==> src/rtl/arp_pkg.sv <==
// Shared types, constants and helper functions for the ARP request responder.
`timescale 1ns / 1ps

package arp_pkg;

   // Frame geometry
   localparam int REPLY_BYTES = 42;
   localparam int POS_W       = 6;
   localparam logic [POS_W-1:0] LAST_POS = POS_W'(REPLY_BYTES - 1);
   localparam logic [POS_W-1:0] FULL_POS = POS_W'(REPLY_BYTES);

   // Header offsets
   localparam logic [POS_W-1:0] ETYPE_HI_POS = 6'd12;
   localparam logic [POS_W-1:0] ETYPE_LO_POS = 6'd13;
   localparam logic [POS_W-1:0] TPA_POS      = 6'd38;
   localparam logic [7:0] ETYPE_ARP_HI = 8'h08;
   localparam logic [7:0] ETYPE_ARP_LO = 8'h06;
   localparam logic [7:0] OPCODE_HI    = 8'h00;
   localparam logic [7:0] OPCODE_LO    = 8'h02;

   // Configuration register map
   localparam int MAC_W     = 48;
   localparam int IP_W      = 32;
   localparam int CSR_IDX_W = 1;
   localparam logic [CSR_IDX_W-1:0] CSR_OWN_MAC = 1'd0;
   localparam logic [CSR_IDX_W-1:0] CSR_OWN_IP  = 1'd1;

   // Controller to datapath commands
   typedef struct packed {
      logic rx_take;    // store and check the current input byte
      logic rx_clear;   // frame done: rewind position and check flag
      logic tx_start;   // begin a reply: read for reply byte 0
      logic tx_advance; // next reply byte: read for it
      logic load_out;   // load the output register from read data
   } arp_cmd_type;

   // Datapath to controller status
   typedef struct packed {
      logic frame_match; // current byte, if it ends the frame, earns a reply
      logic tx_last;     // reply byte under way is the final one
   } arp_sts_type;

   // Header store address that feeds reply byte k
   function automatic logic [POS_W-1:0] store_addr(input logic [POS_W-1:0] k);
      logic [POS_W-1:0] addr;
      addr = '0;
      if (k < 6'd6) begin
         addr = POS_W'(k + 6'd6);
      end else if (k < 6'd20) begin
         addr = k;
      end else if (k >= 6'd32) begin
         addr = POS_W'(k - 6'd10);
      end
      return addr;
   endfunction

   // Byte i of a MAC address, first byte most significant
   function automatic logic [7:0] mac_byte(input logic [MAC_W-1:0] mac,
                                           input logic [2:0] i);
      logic [7:0] b;
      case (i)
         3'd0:    b = mac[47:40];
         3'd1:    b = mac[39:32];
         3'd2:    b = mac[31:24];
         3'd3:    b = mac[23:16];
         3'd4:    b = mac[15:8];
         3'd5:    b = mac[7:0];
         default: b = 8'h00;
      endcase
      return b;
   endfunction

   // Byte i of an IPv4 address, first byte most significant
   function automatic logic [7:0] ip_byte(input logic [IP_W-1:0] ip,
                                          input logic [1:0] i);
      logic [7:0] b;
      case (i)
         2'd0:    b = ip[31:24];
         2'd1:    b = ip[23:16];
         2'd2:    b = ip[15:8];
         2'd3:    b = ip[7:0];
         default: b = 8'h00;
      endcase
      return b;
   endfunction

endpackage

==> src/rtl/arp_ctrl.sv <==
// Controller state machine: receive, then load and send each reply byte.
`timescale 1ns / 1ps

module arp_ctrl (
   input  logic                 clock,
   input  logic                 reset,
   input  logic                 req_valid,
   input  logic                 req_frame_end,
   input  logic                 rsp_stall,
   input  arp_pkg::arp_sts_type sts,
   output arp_pkg::arp_cmd_type cmd,
   output logic                 req_stall,
   output logic                 rsp_valid
);
   import arp_pkg::*;

   typedef enum logic [1:0] {
      ST_RECV,
      ST_LOAD,
      ST_SEND
   } state_type;

   state_type state_ff, state_in;
   logic      req_stall_ff, req_stall_in;
   logic      rsp_valid_ff, rsp_valid_in;

   // Decode commands and next state
   always_comb begin
      cmd      = '0;
      state_in = state_ff;
      case (state_ff)
         ST_RECV: begin
            if (req_valid && !req_stall_ff) begin
               cmd.rx_take = 1'b1;
               if (req_frame_end) begin
                  cmd.rx_clear = 1'b1;
                  if (sts.frame_match) begin
                     cmd.tx_start = 1'b1;
                     state_in     = ST_LOAD;
                  end
               end
            end
         end
         ST_LOAD: begin
            cmd.load_out = 1'b1;
            state_in     = ST_SEND;
         end
         ST_SEND: begin
            if (!rsp_stall) begin
               if (sts.tx_last) begin
                  state_in = ST_RECV;
               end else begin
                  cmd.tx_advance = 1'b1;
                  state_in       = ST_LOAD;
               end
            end
         end
         default: begin
            state_in = ST_RECV;
         end
      endcase
      req_stall_in = (state_in != ST_RECV);
      rsp_valid_in = (state_in == ST_SEND);
   end

   // Hold state and registered handshake outputs
   always_ff @(posedge clock) begin
      if (reset) begin
         state_ff     <= ST_RECV;
         req_stall_ff <= 1'b1;
         rsp_valid_ff <= 1'b0;
      end else begin
         state_ff     <= state_in;
         req_stall_ff <= req_stall_in;
         rsp_valid_ff <= rsp_valid_in;
      end
   end

   assign req_stall = req_stall_ff;
   assign rsp_valid = rsp_valid_ff;

endmodule

==> src/rtl/arp_dpath.sv <==
// Datapath: station registers, header memory, frame checks and reply byte mux.
`timescale 1ns / 1ps

module arp_dpath (
   input  logic                           clock,
   input  logic                           reset,
   input  logic                           csr_wen,
   input  logic [arp_pkg::CSR_IDX_W-1:0]  csr_index,
   input  logic [arp_pkg::MAC_W-1:0]      csr_wdata,
   input  logic [7:0]                     req_frame_byte,
   input  arp_pkg::arp_cmd_type           cmd,
   output arp_pkg::arp_sts_type           sts,
   output logic [7:0]                     rsp_reply_byte,
   output logic                           rsp_reply_last
);
   import arp_pkg::*;

   logic [MAC_W-1:0] own_mac_ff;
   logic [IP_W-1:0]  own_ip_ff;
   logic [POS_W-1:0] pos_ff, pos_in;
   logic             ok_ff, ok_in;
   logic [IP_W-1:0]  tpa_ff, tpa_in;
   logic [IP_W-1:0]  tpa_now;
   logic [POS_W-1:0] k_ff, k_in;
   logic [7:0]       hdr_mem [0:REPLY_BYTES-1];
   logic [7:0]       rd_data_ff;
   logic [POS_W-1:0] rd_k;
   logic [POS_W-1:0] rd_addr;
   logic             rd_en;
   logic             wr_en;
   logic             chk_en;
   logic [7:0]       chk_byte;
   logic             ok_now;
   logic [7:0]       out_byte_ff, out_byte_in;
   logic             out_last_ff;

   // Write station registers
   always_ff @(posedge clock) begin
      if (reset) begin
         own_mac_ff <= '0;
         own_ip_ff  <= '0;
      end else if (csr_wen) begin
         case (csr_index)
            CSR_OWN_MAC: own_mac_ff <= csr_wdata;
            CSR_OWN_IP:  own_ip_ff  <= csr_wdata[IP_W-1:0];
            default:     own_mac_ff <= own_mac_ff;
         endcase
      end
   end

   // Check the ethertype as header bytes go by
   always_comb begin
      chk_en   = 1'b0;
      chk_byte = 8'h00;
      if (pos_ff == ETYPE_HI_POS) begin
         chk_en   = 1'b1;
         chk_byte = ETYPE_ARP_HI;
      end else if (pos_ff == ETYPE_LO_POS) begin
         chk_en   = 1'b1;
         chk_byte = ETYPE_ARP_LO;
      end
   end

   // Compare the captured target IP with own_ip at frame end
   assign tpa_now         = (pos_ff == LAST_POS) ? {tpa_ff[IP_W-9:0], req_frame_byte} : tpa_ff;
   assign ok_now          = ok_ff && !(chk_en && (req_frame_byte != chk_byte));
   assign sts.frame_match = (pos_ff >= LAST_POS) && ok_now && (tpa_now == own_ip_ff);
   assign sts.tx_last     = (k_ff == LAST_POS);

   // Advance receive position, check flag and target IP capture
   assign wr_en = cmd.rx_take && (pos_ff < FULL_POS);

   always_comb begin
      pos_in = pos_ff;
      ok_in  = ok_ff;
      tpa_in = tpa_ff;
      if (wr_en && (pos_ff >= TPA_POS)) begin
         tpa_in = {tpa_ff[IP_W-9:0], req_frame_byte};
      end
      if (cmd.rx_clear) begin
         pos_in = '0;
         ok_in  = 1'b1;
      end else if (cmd.rx_take) begin
         ok_in = ok_now;
         if (wr_en) begin
            pos_in = POS_W'(pos_ff + 6'd1);
         end
      end
   end

   always_ff @(posedge clock) begin
      if (reset) begin
         pos_ff <= '0;
         ok_ff  <= 1'b1;
         tpa_ff <= '0;
      end else begin
         pos_ff <= pos_in;
         ok_ff  <= ok_in;
         tpa_ff <= tpa_in;
      end
   end

   // Step the reply byte counter and pick the store address it needs
   assign rd_en   = cmd.tx_start || cmd.tx_advance;
   assign rd_k    = cmd.tx_start ? '0 : POS_W'(k_ff + 6'd1);
   assign rd_addr = store_addr(rd_k);
   assign k_in    = rd_en ? rd_k : k_ff;

   always_ff @(posedge clock) begin
      k_ff <= k_in;
   end

   // Header memory: write while receiving, read while replying
   always_ff @(posedge clock) begin
      if (wr_en) begin
         hdr_mem[pos_ff] <= req_frame_byte;
      end
      if (rd_en) begin
         rd_data_ff <= hdr_mem[rd_addr];
      end
   end

   // Select the reply byte
   always_comb begin
      if (k_ff < 6'd6) begin
         out_byte_in = rd_data_ff;
      end else if (k_ff < 6'd12) begin
         out_byte_in = mac_byte(own_mac_ff, 3'(k_ff - 6'd6));
      end else if (k_ff < 6'd20) begin
         out_byte_in = rd_data_ff;
      end else if (k_ff == 6'd20) begin
         out_byte_in = OPCODE_HI;
      end else if (k_ff == 6'd21) begin
         out_byte_in = OPCODE_LO;
      end else if (k_ff < 6'd28) begin
         out_byte_in = mac_byte(own_mac_ff, 3'(k_ff - 6'd22));
      end else if (k_ff < 6'd32) begin
         out_byte_in = ip_byte(own_ip_ff, 2'(k_ff - 6'd28));
      end else begin
         out_byte_in = rd_data_ff;
      end
   end

   // Load the output register; it holds while the transfer is stalled
   always_ff @(posedge clock) begin
      if (cmd.load_out) begin
         out_byte_ff <= out_byte_in;
         out_last_ff <= sts.tx_last;
      end
   end

   assign rsp_reply_byte = out_byte_ff;
   assign rsp_reply_last = out_last_ff;

endmodule

==> src/rtl/arp_request_responder.sv <==
// Top level of the ARP request responder: controller, datapath and checks.
`timescale 1ns / 1ps

// Frame bytes are taken one per cycle with no gaps needed while no reply is
// under way; the input also stalls out of reset. The first 42 bytes land in a
// 42-entry header memory while the ethertype is checked on the fly and the ARP
// target IP bytes are captured in a register. When the final byte of a frame
// whose length (at least 42 bytes), ethertype (0x0806) and target IP (own_ip,
// compared at that byte) all match is taken, the input stalls and a 42-byte ARP
// reply goes out: each reply byte takes a header memory read, then the output
// register load, and is then held while the output stalls; the read for the
// next byte starts only once the current byte is taken. The memory needs no
// clearing after reset. Write own_mac (index 0) and own_ip (index 1) only while
// no reply is under way.
module arp_request_responder (
   input  logic                          clock,
   input  logic                          reset,
   input  logic                          csr_wen,
   input  logic [arp_pkg::CSR_IDX_W-1:0] csr_index,
   input  logic [arp_pkg::MAC_W-1:0]     csr_wdata,
   input  logic                          req_valid,
   output logic                          req_stall,
   input  logic [7:0]                    req_frame_byte,
   input  logic                          req_frame_end,
   output logic                          rsp_valid,
   input  logic                          rsp_stall,
   output logic [7:0]                    rsp_reply_byte,
   output logic                          rsp_reply_last
);
   import arp_pkg::*;

   arp_cmd_type cmd;
   arp_sts_type sts;

   arp_ctrl u_ctrl (
      .clock         (clock),
      .reset         (reset),
      .req_valid     (req_valid),
      .req_frame_end (req_frame_end),
      .rsp_stall     (rsp_stall),
      .sts           (sts),
      .cmd           (cmd),
      .req_stall     (req_stall),
      .rsp_valid     (rsp_valid)
   );

   arp_dpath u_dpath (
      .clock          (clock),
      .reset          (reset),
      .csr_wen        (csr_wen),
      .csr_index      (csr_index),
      .csr_wdata      (csr_wdata),
      .req_frame_byte (req_frame_byte),
      .cmd            (cmd),
      .sts            (sts),
      .rsp_reply_byte (rsp_reply_byte),
      .rsp_reply_last (rsp_reply_last)
   );

   // No input transfer while a reply byte is offered
   a_no_rx_during_tx: assert property (@(posedge clock) disable iff (reset)
      rsp_valid |-> req_stall)
      else $error("input accepted while reply under way");

   // The last reply byte ends the burst
   a_last_ends_burst: assert property (@(posedge clock) disable iff (reset)
      (rsp_valid && !rsp_stall && rsp_reply_last) |=> !rsp_valid)
      else $error("reply continued after last byte");

   // Each reply byte transfer is followed by a load cycle
   a_load_gap: assert property (@(posedge clock) disable iff (reset)
      (rsp_valid && !rsp_stall && !rsp_reply_last) |=> (!rsp_valid && req_stall))
      else $error("reply byte sequencing broken");

   // A reply starts only right after a frame end transfer
   a_reply_start: assert property (@(posedge clock) disable iff (reset)
      ($rose(req_stall) && !$past(reset)) |-> $past(req_valid && req_frame_end))
      else $error("reply started without frame end");

endmodule

==> config.mk <==
export PLATFORM = sky130hd
export DESIGN_NAME = arp_request_responder
export DESIGN_NICKNAME = d
export VERILOG_FILES = /design/src/rtl/arp_pkg.sv /design/src/rtl/arp_ctrl.sv /design/src/rtl/arp_dpath.sv /design/src/rtl/arp_request_responder.sv
export SDC_FILE = /design/constraint.sdc
export NUM_CORES = 1
export LEC_CHECK = 0
export ABC_AREA = 1
export BUFFER_PORTS_ARGS = -buffer_cell sky130_fd_sc_hd__buf_2
export CAP_MARGIN = 20
export CORE_UTILIZATION = 40
export CTS_CLUSTER_SIZE = 14
export DETAILED_ROUTE_END_ITERATION = 6
export GPL_TIMING_DRIVEN = 1
export REMOVE_ABC_BUFFERS = 1
export SKIP_CTS_REPAIR_TIMING = 1
export SYNTH_ARGS = -nofsm -noshare
export SYNTH_HDL_FRONTEND = slang
export SYNTH_SLANG_ARGS = --single-unit
==> constraint.sdc <==
create_clock -name clock -period 3.41 [get_ports clock]
set_input_delay 0.682 -clock clock [delete_from_list [all_inputs] [get_ports clock]]
set_output_delay 0.682 -clock clock [all_outputs]
set_load 0.01 [all_outputs]
# Word level (Yosys, flattened, before mapping)
# Memories as Yosys holds them, arrays and structs flattened. A register that Yosys moved wholly into a read port is not among the register bits.
# Index checks and enable logic that the tools add are counted.
# Widths: inputs -> output; s select.
[word_totals]
ram_bits = 336
out_inout_bits = 11
elab_cells = 109
memories = 1
register_bits = 138
[classes]
n_lt_le_gt_ge = 11
n_addsub = 7
n_bitwise = 1
n_eq_ne = 24
mux = 35
reduce_logical = 19
[memory_table]
columns = ["name", "words", "word_bits", "read_ports", "rd_ports_with_merged_regs", "wr", "line", "text"]
rows = [
  ["u_dpath.hdr_mem", 42, 8, 1, 1, 1, "arp_dpath.sv:25", "logic [7:0] hdr_mem [0:REPLY_BYTES-1];"],
]
[ops]
columns = ["op", "n"]
rows = [
  ["$pmux 8 s6", 2],
  ["$mux 8", 8],
  ["$eq 32x32->1", 1],
  ["$mux 32", 1],
  ["$pmux 8 s4", 1],
  ["$mux 6", 4],
  ["$ge 6x6->1 const B", 3],
  ["$lt 6x5->1 const B", 3],
  ["$add 6x1->6 const B", 2],
  ["$eq 3x2->1 const B", 4],
  ["$eq 3x3->1 const B", 4],
  ["$eq 6x4->1 const B", 2],
  ["$eq 6x5->1 const B", 2],
  ["$eq 6x6->1 const B", 2],
  ["$lt 6x3->1 const B", 2],
  ["$lt 6x6->1 const B", 2],
  ["$mux 1", 10],
  ["$mux 2", 5],
  ["$mux 3", 3],
  ["$eq 2x2->1 const B", 4],
  ["$ne 8x8->1", 1],
  ["$logic_and 1x1->1", 7],
  ["$add 6x3->6 const B", 1],
  ["$eq 3x1->1 const B", 2],
  ["other kinds (14)", 21],
]

# Logic depth before layout (Yosys ltp)
# Gate-level depths: netlist of run 1.
[logic_depth]
word_depth = 18
depth_mapped = 31
mapped_depth_nobuf = 28

# Cells and area by module
# From an unflattened synthesis of run 1, not the netlist that was laid out.
[hier_totals]
cells_unflattened = 2275
hier_area_um2 = 21628.2
[by_module_without_submodules]
columns = ["mod", "cells_each", "area_per_inst_um2", "n_inst", "seq_area_each_um2"]
rows = [
  ["arp_dpath", 2246, 21444.3, 1, 13162.6],
  ["arp_ctrl", 29, 183.9, 1, 80.1],
]

# Worst setup path after synthesis of run 1
# Ideal clock, no wire load.
[synth_path]
path_type = "flip-flop to flip-flop"
start = "register u_dpath.pos_ff[1]"
end = "register u_dpath.rd_data_ff[2] (read register of u_dpath.hdr_mem), data pin"
t_arrival_ns = 3.101
period_less_slack_ns = 3.354
setup_slack_ns = 0.056
path_stages_with_launch = 26
n_path_buf = 3
path_cell_list = "dfxtp_1 > inv_1 > ha_1 > nand3_2 > nor2_2 > buf_6 > buf_6 > nand2_1 > o21ai_1 > xor2_1 > nand3_1 > nor2_2 > nand3_4 > nand2_1 > ha_1 > inv_1 > nand2_2 > nand2_2 > inv_1 > buf_2 > nand3_1 > nand3_1 > nand3_1 > nand2_1 > nand2_1 > nand2_1"
[synth_via]
elab_chain_cells = 18
[synth_rtl]
columns = ["item", "line", "text"]
rows = [
  ["start, declared", "arp_dpath.sv:20", "logic [POS_W-1:0] pos_ff, pos_in;"],
  ["start signal, assigned", "arp_dpath.sv:97", "pos_ff <= pos_in;"],
  ["$eq 6x4->1", "arp_dpath.sv:58", "end else if (pos_ff == ETYPE_LO_POS) begin"],
  ["$mux 3", "arp_dpath.sv:58", ""],
  ["$mux 8", "arp_dpath.sv:55", "if (pos_ff == ETYPE_HI_POS) begin"],
  ["$ne 8x8->1", "arp_dpath.sv:66", "assign ok_now = ok_ff && !(chk_en && (req_frame_byte != chk_byte));"],
  ["$logic_and 1x1->1", "arp_dpath.sv:66", ""],
  ["$logic_not 1->1", "arp_dpath.sv:66", ""],
  ["$logic_and 1x1->1", "arp_dpath.sv:66", ""],
  ["$logic_and 1x1->1", "arp_dpath.sv:67", "assign sts.frame_match = (pos_ff >= LAST_POS) && ok_now && (tpa_now == own_ip_ff);"],
  ["[2 not listed]", "-", ""],
  ["$mux 2 *", "arp_ctrl.sv:35", "if (req_frame_end) begin"],
  ["$mux 3 *", "arp_ctrl.sv:33", "if (req_valid && !req_stall_ff) begin"],
  ["$mux 3 *", "arp_ctrl.sv:31", "case (state_ff)"],
  ["$mux 6", "arp_dpath.sv:105", "assign rd_k = cmd.tx_start ? '0 : POS_W'(k_ff + 6'd1);"],
  ["$sub 6x4->6 / $ge 6x6->1 (equally long branches)", "arp_pkg.sv:52, arp_pkg.sv:51", ""],
  ["$mux 6", "arp_pkg.sv:51", "end else if (k >= 6'd32) begin"],
  ["$mux 6", "arp_pkg.sv:49", "end else if (k < 6'd20) begin"],
  ["$mux 6", "arp_pkg.sv:47", "if (k < 6'd6) begin"],
  ["end, declared", "arp_dpath.sv:26", "logic [7:0] rd_data_ff;"],
]
# Every way passes the cells marked *; elsewhere a longest branch is shown, timed or not.
# A chain may end at the register's enable or synchronous reset.

# Worst setup path in the final report of run 1
[layout_path]
start = "register u_dpath.pos_ff[1]"
end = "register u_dpath.rd_data_ff[7] (read register of u_dpath.hdr_mem), data pin"
# The elaborated chain is that of the path after synthesis.

==> results of run 1 <==
-- registers in the layout, summed over array words and instances, names as in the netlist, 2 cells and up --
name                    cells
u_dpath.k_ff                6
u_dpath.tpa_ff             32
u_dpath.rsp_reply_byte      8
u_dpath.own_ip_ff          32
u_ctrl.state_ff             2
u_dpath.own_mac_ff         48
u_dpath.rd_data_ff          8
u_dpath.hdr_mem           336
u_dpath.pos_ff              6
-- where the power goes --
group / internal (uW) / switching [uW]
clock network: 3410 / 2470
logic: 141 / 338
registers: 6360 / 47.9
-- how the worst max path moves through the flow --
stage | startpoint | to | cells after the start
after floorplan | u_dpath.pos_ff[1] | u_dpath.rd_data_ff[0] | 23
after global placement | u_dpath.pos_ff[1] | u_dpath.rd_data_ff[4] | 30
after detailed placement | u_dpath.pos_ff[1] | u_dpath.rd_data_ff[4] | 27
after CTS | u_dpath.pos_ff[1] | u_dpath.rd_data_ff[4] | 31
after global routing | u_dpath.pos_ff[1] | u_dpath.rd_data_ff[6] | 30
final | u_dpath.pos_ff[1] | u_dpath.rd_data_ff[7] | 27
-- final cells by class --
cell class	count	area, um^2
clock buffers	64	1366
clock inverters	33	402.9
fillers	5016	27200
inverters	211	792.0
multi-input cells	1577	7719
flip-flops and latches	482	13250
well taps	696	870.8
repair buffers	300	2646
-- cell families (layout without fill, tap and decap cells) --
group | Yosys count | in the layout
simple gates | 1250 | 1251
flops | 482 | 482
buf+inv | 349 | 608
compound gates | 306 | 306
fa+ha+maj | 13 | 13
xor+xnor | 7 | 7
-- layer usage --
| metal | vias up | wire length (um) | part of all wire (%) |
|---|---|---|---|
| met1 | 8786 | 30310 | 42 |
| met2 | 767 | 33930 | 47 |
| met4 | 0 | 2419 | 3.4 |
| met3 | 159 | 5084 | 7.1 |
| li1 | 8684 | - | - |
| met5 | - | 0 | 0 |
-- metrics by stage --
step | worst slack (ps) | std cells
after floorplan | -6572 | 2269
after global placement | -594.9 | 3241
after detailed placement | -640.2 | 3241
after CTS | -674.7 | 3338
after global routing | -647.7 | 3363
final | -495.7 | 3363
-- cell usage in the layout (no fill, tap or decap), types with 9 or more instances in the layout --
| master | netlist | final |
|---|---|---|
| ha_1 | 13 | 12 |
| buf_12 | 0 | 33 |
| nor3_1 | 14 | 14 |
| a21oi_1 | 71 | 71 |
| clkbuf_1 | 67 | 10 |
| nand3b_1 | 16 | 16 |
| buf_4 | 4 | 176 |
| o21ai_1 | 16 | 19 |
| buf_6 | 12 | 11 |
| clkbuf_16 | 0 | 59 |
| inv_1 | 189 | 186 |
| clkinv_2 | 0 | 10 |
| nor2_1 | 190 | 185 |
| nand2_1 | 533 | 529 |
| dfxtp_1 | 123 | 121 |
| nand3_2 | 2 | 22 |
| nand2_2 | 11 | 9 |
| clkinv_1 | 18 | 24 |
| edfxtp_1 | 359 | 359 |
| o21ai_0 | 175 | 171 |
| nand3_1 | 416 | 392 |
| buf_2 | 51 | 73 |
| nand4_1 | 53 | 53 |
-- worst reg2reg max path: stages, from the launching register on --
cell	delay (ps)
dfxtp_2	320
inv_2	70
ha_4	150
nand3_4	100
nor2_4	230
buf_12	150
clkbuf_16	140
nand2_1	50
nand2_1	90
o21ai_0	100
nor2_2	170
nand3_1	100
nor2_2	140
buf_6	130
buf_4	110
nand3_4	110
o21ai_2	110
nand3_4	150
nand2_4	110
nand2_2	100
nand2_4	140
buf_12	170
buf_12	140
nand3_1	70
nand3_1	120
nand3_1	130
nand3_1	180
nand2_1	70
==> flow_summary.ini, run 1 <==
[detailed_routing]
wl_um = 71740
drtIter0Drc = 1634
ant_nets = 0
via_per_inst = 5.470
via_count = 18396
drc = 0
wire_per_inst_um = 21.33
first_pass_iters = 6

[setup_path]
worstRegToRegCells = 27
path_buf_inv = 7
cp_max_fo = 16
required_ps = 3800
timing.rr.start = u_dpath.pos_ff[1]
worst_setup_path_start_kind = register
slowest_delay_ps = 320
critPathCaptureType = register
crit_top_cell = nand3_1
worst_path_max_delay_cell = dfxtp_2
crit_type = reg -> reg
regToRegSetupSlack_ps = -500
r2r-end = u_dpath.rd_data_ff[7]
crit_family = simple AND/OR/NAND/NOR gates
worstPathArrival_ps = 4290

[global_routing]
use_met2_pct = 41.35
grt.overflow.total = 0
grt_use_met3_pct = 3.403
busiest_layer = met2
grt_usage_pct = 24.70
grt_pass1_vias = 17519
antenna_found_initial = 0
grt_max_degree = 50
grt_pass1_wl_um = 105500
use_met1_pct = 32.93

[run]
cap_viol_max_count = 0

[place]
place_area_um2 = 24580
hpwl_um = 47780
place.gp.congestion = 0.9436
port_buffers = 73

[min_path]
hold_path.class = in -> reg
hold_end = u_ctrl.state_ff[1]
holdPathStages = 2
hold_path.startpoint = reset

[synth]
yosysTopAreaCell = edfxtp_1
synth_common_cells = nand2_1, nand3_1, edfxtp_1
syn_inst = 2407
synth_seq_area_share_pct = 59.79
synth.most_common_cell = nand2_1
synth_flop_cell = edfxtp_1
synth_seq_cells = 482
synth_compound_area_share_pct = 7.547
synthTopCellsByArea = edfxtp_1, dfxtp_1, nand3_1
yosys_warnings = 0
synth.avg_cell_area_um2 = 9.202
synth_top_family_by_area = simple AND/OR/NAND/NOR gates
synthAdderAreaFrac_pct = 0.7343
synth-edff-count = 359
synthSimpleGateAreaFrac_pct = 24.97
synth_top_area_share_pct = 48.67
syn_area_um2 = 22150
async_reset_ff_share_pct = 0
synth.area.mux_share_pct = 0
yosysUniqueCellTypes = 49
synth_xor_area_share_pct = 0.2768

[clock_tree]
clockBufferDepth = 3
clk_pin_slew_ps = 60
clock-sinks = 482
cts_htree_levels = 2
clk_latency_ps = 640
numCtsBuffers = 52
cts_tree = built
root_buffer = clkbuf_16

[cells_and_area]
finalNetCount = 2700
design_area_um2 = 27040
area_growth_syn_to_layout_pct = 22.09
fin_util_pct = 49.86
n_antenna_cell = 0
drive_above_1_share_pct = 16.95

[power]
finalPower_uw = 12770
irDropWorstVdd_v = 0.0004786
p_per_area_nw_per_um2 = 472.1
leakage_uw = 0.01085

[sta]
slew_headroom_pct = 24.01
fin_hold_ws_ps = 286.6
fmax_mhz = 256.0
finalHoldViolCount = 0
period_share_pct = 114.5
setup_viol = 8
drv_slew = 0
clock_skew_ps = 37.19
setup_slack_ps = -495.7
period_needed_ps = 3906
rsz0062_at_grt = yes
fin_setup_tns_ps = -3691
worstMarginPinSlew_ps = 1136

[run_status]
violations = negative setup slack
status = finished, violations left

[floorplanning]
rows = 85
die_w_um = 237.3
dieArea_um2 = 56320
core-area_um2 = 54240
io_pins = 74
start_util_pct = 40.84
chipHeight_um = 237.3
Note: power is estimated with default switching activity, not from simulation.
==> run 2: changes to the inputs <==
--- a/config.mk
+++ b/config.mk
@@ -12,7 +12,6 @@
 export CTS_CLUSTER_SIZE = 14
 export DETAILED_ROUTE_END_ITERATION = 6
 export GPL_TIMING_DRIVEN = 1
-export REMOVE_ABC_BUFFERS = 1
 export SKIP_CTS_REPAIR_TIMING = 1
 export SYNTH_ARGS = -nofsm -noshare
 export SYNTH_HDL_FRONTEND = slang
==> run 2 against run 1 <==
  * The flow finishes with violations (design-rule violations, negative setup slack)
  * Clock skew rose by 27 ps
  * Maximum frequency rose by 4.2%
  * Cell count fell by 1.1%
  * Count of clock-buffer cells in the layout fell by 2
  * Utilization fell by 0.77 points
  * Largest power group unchanged
==> flow_summary.ini, run 2 (same netlist as run 1, synthesis figures left out) <==
[sta]
clock_skew_ps = 63.72
period_needed_ps = 3747
drv_slew = 0
rsz0062_at_grt = yes
worstMarginPinSlew_ps = 736.1
period_share_pct = 109.9
setup_viol = 8
setup_slack_ps = -337.1
fmax_mhz = 266.9
fin_hold_ws_ps = 272.1
slew_headroom_pct = 50.81
finalHoldViolCount = 0

[run_status]
violations = design-rule violations, negative setup slack
status = finished, violations left

[floorplanning]
dieArea_um2 = 56320
start_util_pct = 40.84
io_pins = 74
die_w_um = 237.3
chipHeight_um = 237.3
rows = 85
core-area_um2 = 54240

[min_path]
hold_path.class = in -> reg
holdPathStages = 2

[clock_tree]
clockBufferDepth = 3
clk_latency_ps = 620
cts_tree = built
clock-sinks = 482
root_buffer = clkbuf_16
cts_htree_levels = 2
clk_pin_slew_ps = 60
numCtsBuffers = 52

[cells_and_area]
finalNetCount = 2665
multi_input_area_um2 = 7667
drive_above_1_share_pct = 16.01
area_growth_syn_to_layout_pct = 20.19
largest_register_ffs = 336
register_area_um2 = 13240
fillers = 5075
final_cell_mix = nand2_1, nand3_1, edfxtp_1, inv_1, nor2_1
n_antenna_cell = 0
largestRegisters = u_dpath.hdr_mem: 336 flops, u_dpath.own_mac_ff: 48 flops
fin_util_pct = 49.08
final_common_cell = nand2_1
largest_register = u_dpath.hdr_mem

[detailed_routing]
drc = 4
via_per_inst = 5.500
wire_per_inst_um = 20.73
ant_nets = 0
drtIter0Drc = 1882
via_count = 18292
first_pass_iters = 7
wl_um = 68960

[power]
p_per_area_nw_per_um2 = 474.8
leakage_uw = 0.01068
irDropWorstVdd_v = 0.0004009

[global_routing]
grt_pass1_wl_um = 103400
antenna_found_initial = 3
grt_pass1_vias = 17687
grt.overflow.total = 0
grt_max_degree = 89
grt_usage_pct = 23.88

[setup_path]
regToRegSetupSlack_ps = -340
cp_max_fo = 12
worst_path_max_delay_cell = dfxtp_1
critPathCaptureType = register
slowest_delay_ps = 320
worstRegToRegCells = 29
crit_top_cell = nand2_1
crit_type = reg -> reg
required_ps = 3790
worstPathArrival_ps = 4120
worst_setup_path_start_kind = register

[place]
port_buffers = 73
place.gp.congestion = 0.8963
hpwl_um = 45980

[run]
cap_viol_max_count = 0

[synth]
syn_nets = 2483
==> run 2: cell types whose count changed in the layout (fill, tap and decap cells not counted), moves of 4 or more <==
| cell | before | now |
|---|---|---|
| clkinvlp_4 | 6 | 2 |
| clkbuf_1 | 10 | 5 |
| buf_4 | 176 | 148 |
| clkinv_2 | 10 | 18 |
| nand3_1 | 392 | 388 |
| nand3_4 | 6 | 2 |
| nand3_2 | 22 | 30 |
| buf_12 | 33 | 24 |
==> run 2: critical path, delay by kind of cell (launching register included) <==
| kind | cells | cell delay (ps) |
|---|---|---|
| and+or+nand+nor | 22 | 2310 |
| buffers and inverters | 5 | 640 |
| DFF | 1 | 320 |
| adders and majority gates | 1 | 150 |
| AOI/OAI and AO/OA | 1 | 120 |
==> run 2: per-layer routing <==
layer,routed length [um],track usage (%),up-vias
li1,-,-,8621
met1,29540,32.03,8909
met2,32550,39.27,639
met3,4570,3.693,123
met4,2299,8.426,0
met5,0,0,-
==> run 2: per-stage QoR <==
step	std cells	setup slack (ps)	area, um^2	setup TNS, ps	power, uW
3_5_place_dp	3219	-615.7	24380	-4543	6980
3_3_place_gp	3219	-583.3	24380	-4265	6973
5_1_grt	3326	-549.9	26620	-4036	13000
4_1_cts	3314	-604.0	26130	-4498	12730
2_1_floorplan	2407	55.69	22150	0	6710
6_report	3326	-337.1	26620	-2348	12640
==> run 2: path summary, 6_finish.rpt <==
path	from	endpoint
worst min-delay path	reset	u_ctrl.rsp_valid
worst max register to register	u_dpath.pos_ff[1]	u_dpath.rd_data_ff[0]
worst min register to register	u_dpath.own_mac_ff[32]	u_dpath.own_mac_ff[32]
worst max-delay path	u_dpath.pos_ff[1]	u_dpath.rd_data_ff[0]
==> run 2: layout make-up <==
| cell class | count | share of cell area, % |
|---|---|---|
| timing repair buffer | 265 | 8.643 |
| sequential | 482 | 49.75 |
| tap | 696 | 3.271 |
| multi-input combinational | 1577 | 28.80 |
| inverter | 211 | 2.975 |
| clock inverter | 33 | 1.307 |
| clock buffer | 62 | 5.259 |
==> run 2: power by group <==
group          total, uW  switching [uW]  internal (uW)
registers           6410            50.7           6360
logic                458             322            137
clock network       5770            2380           3390
total              12600            2760           9880
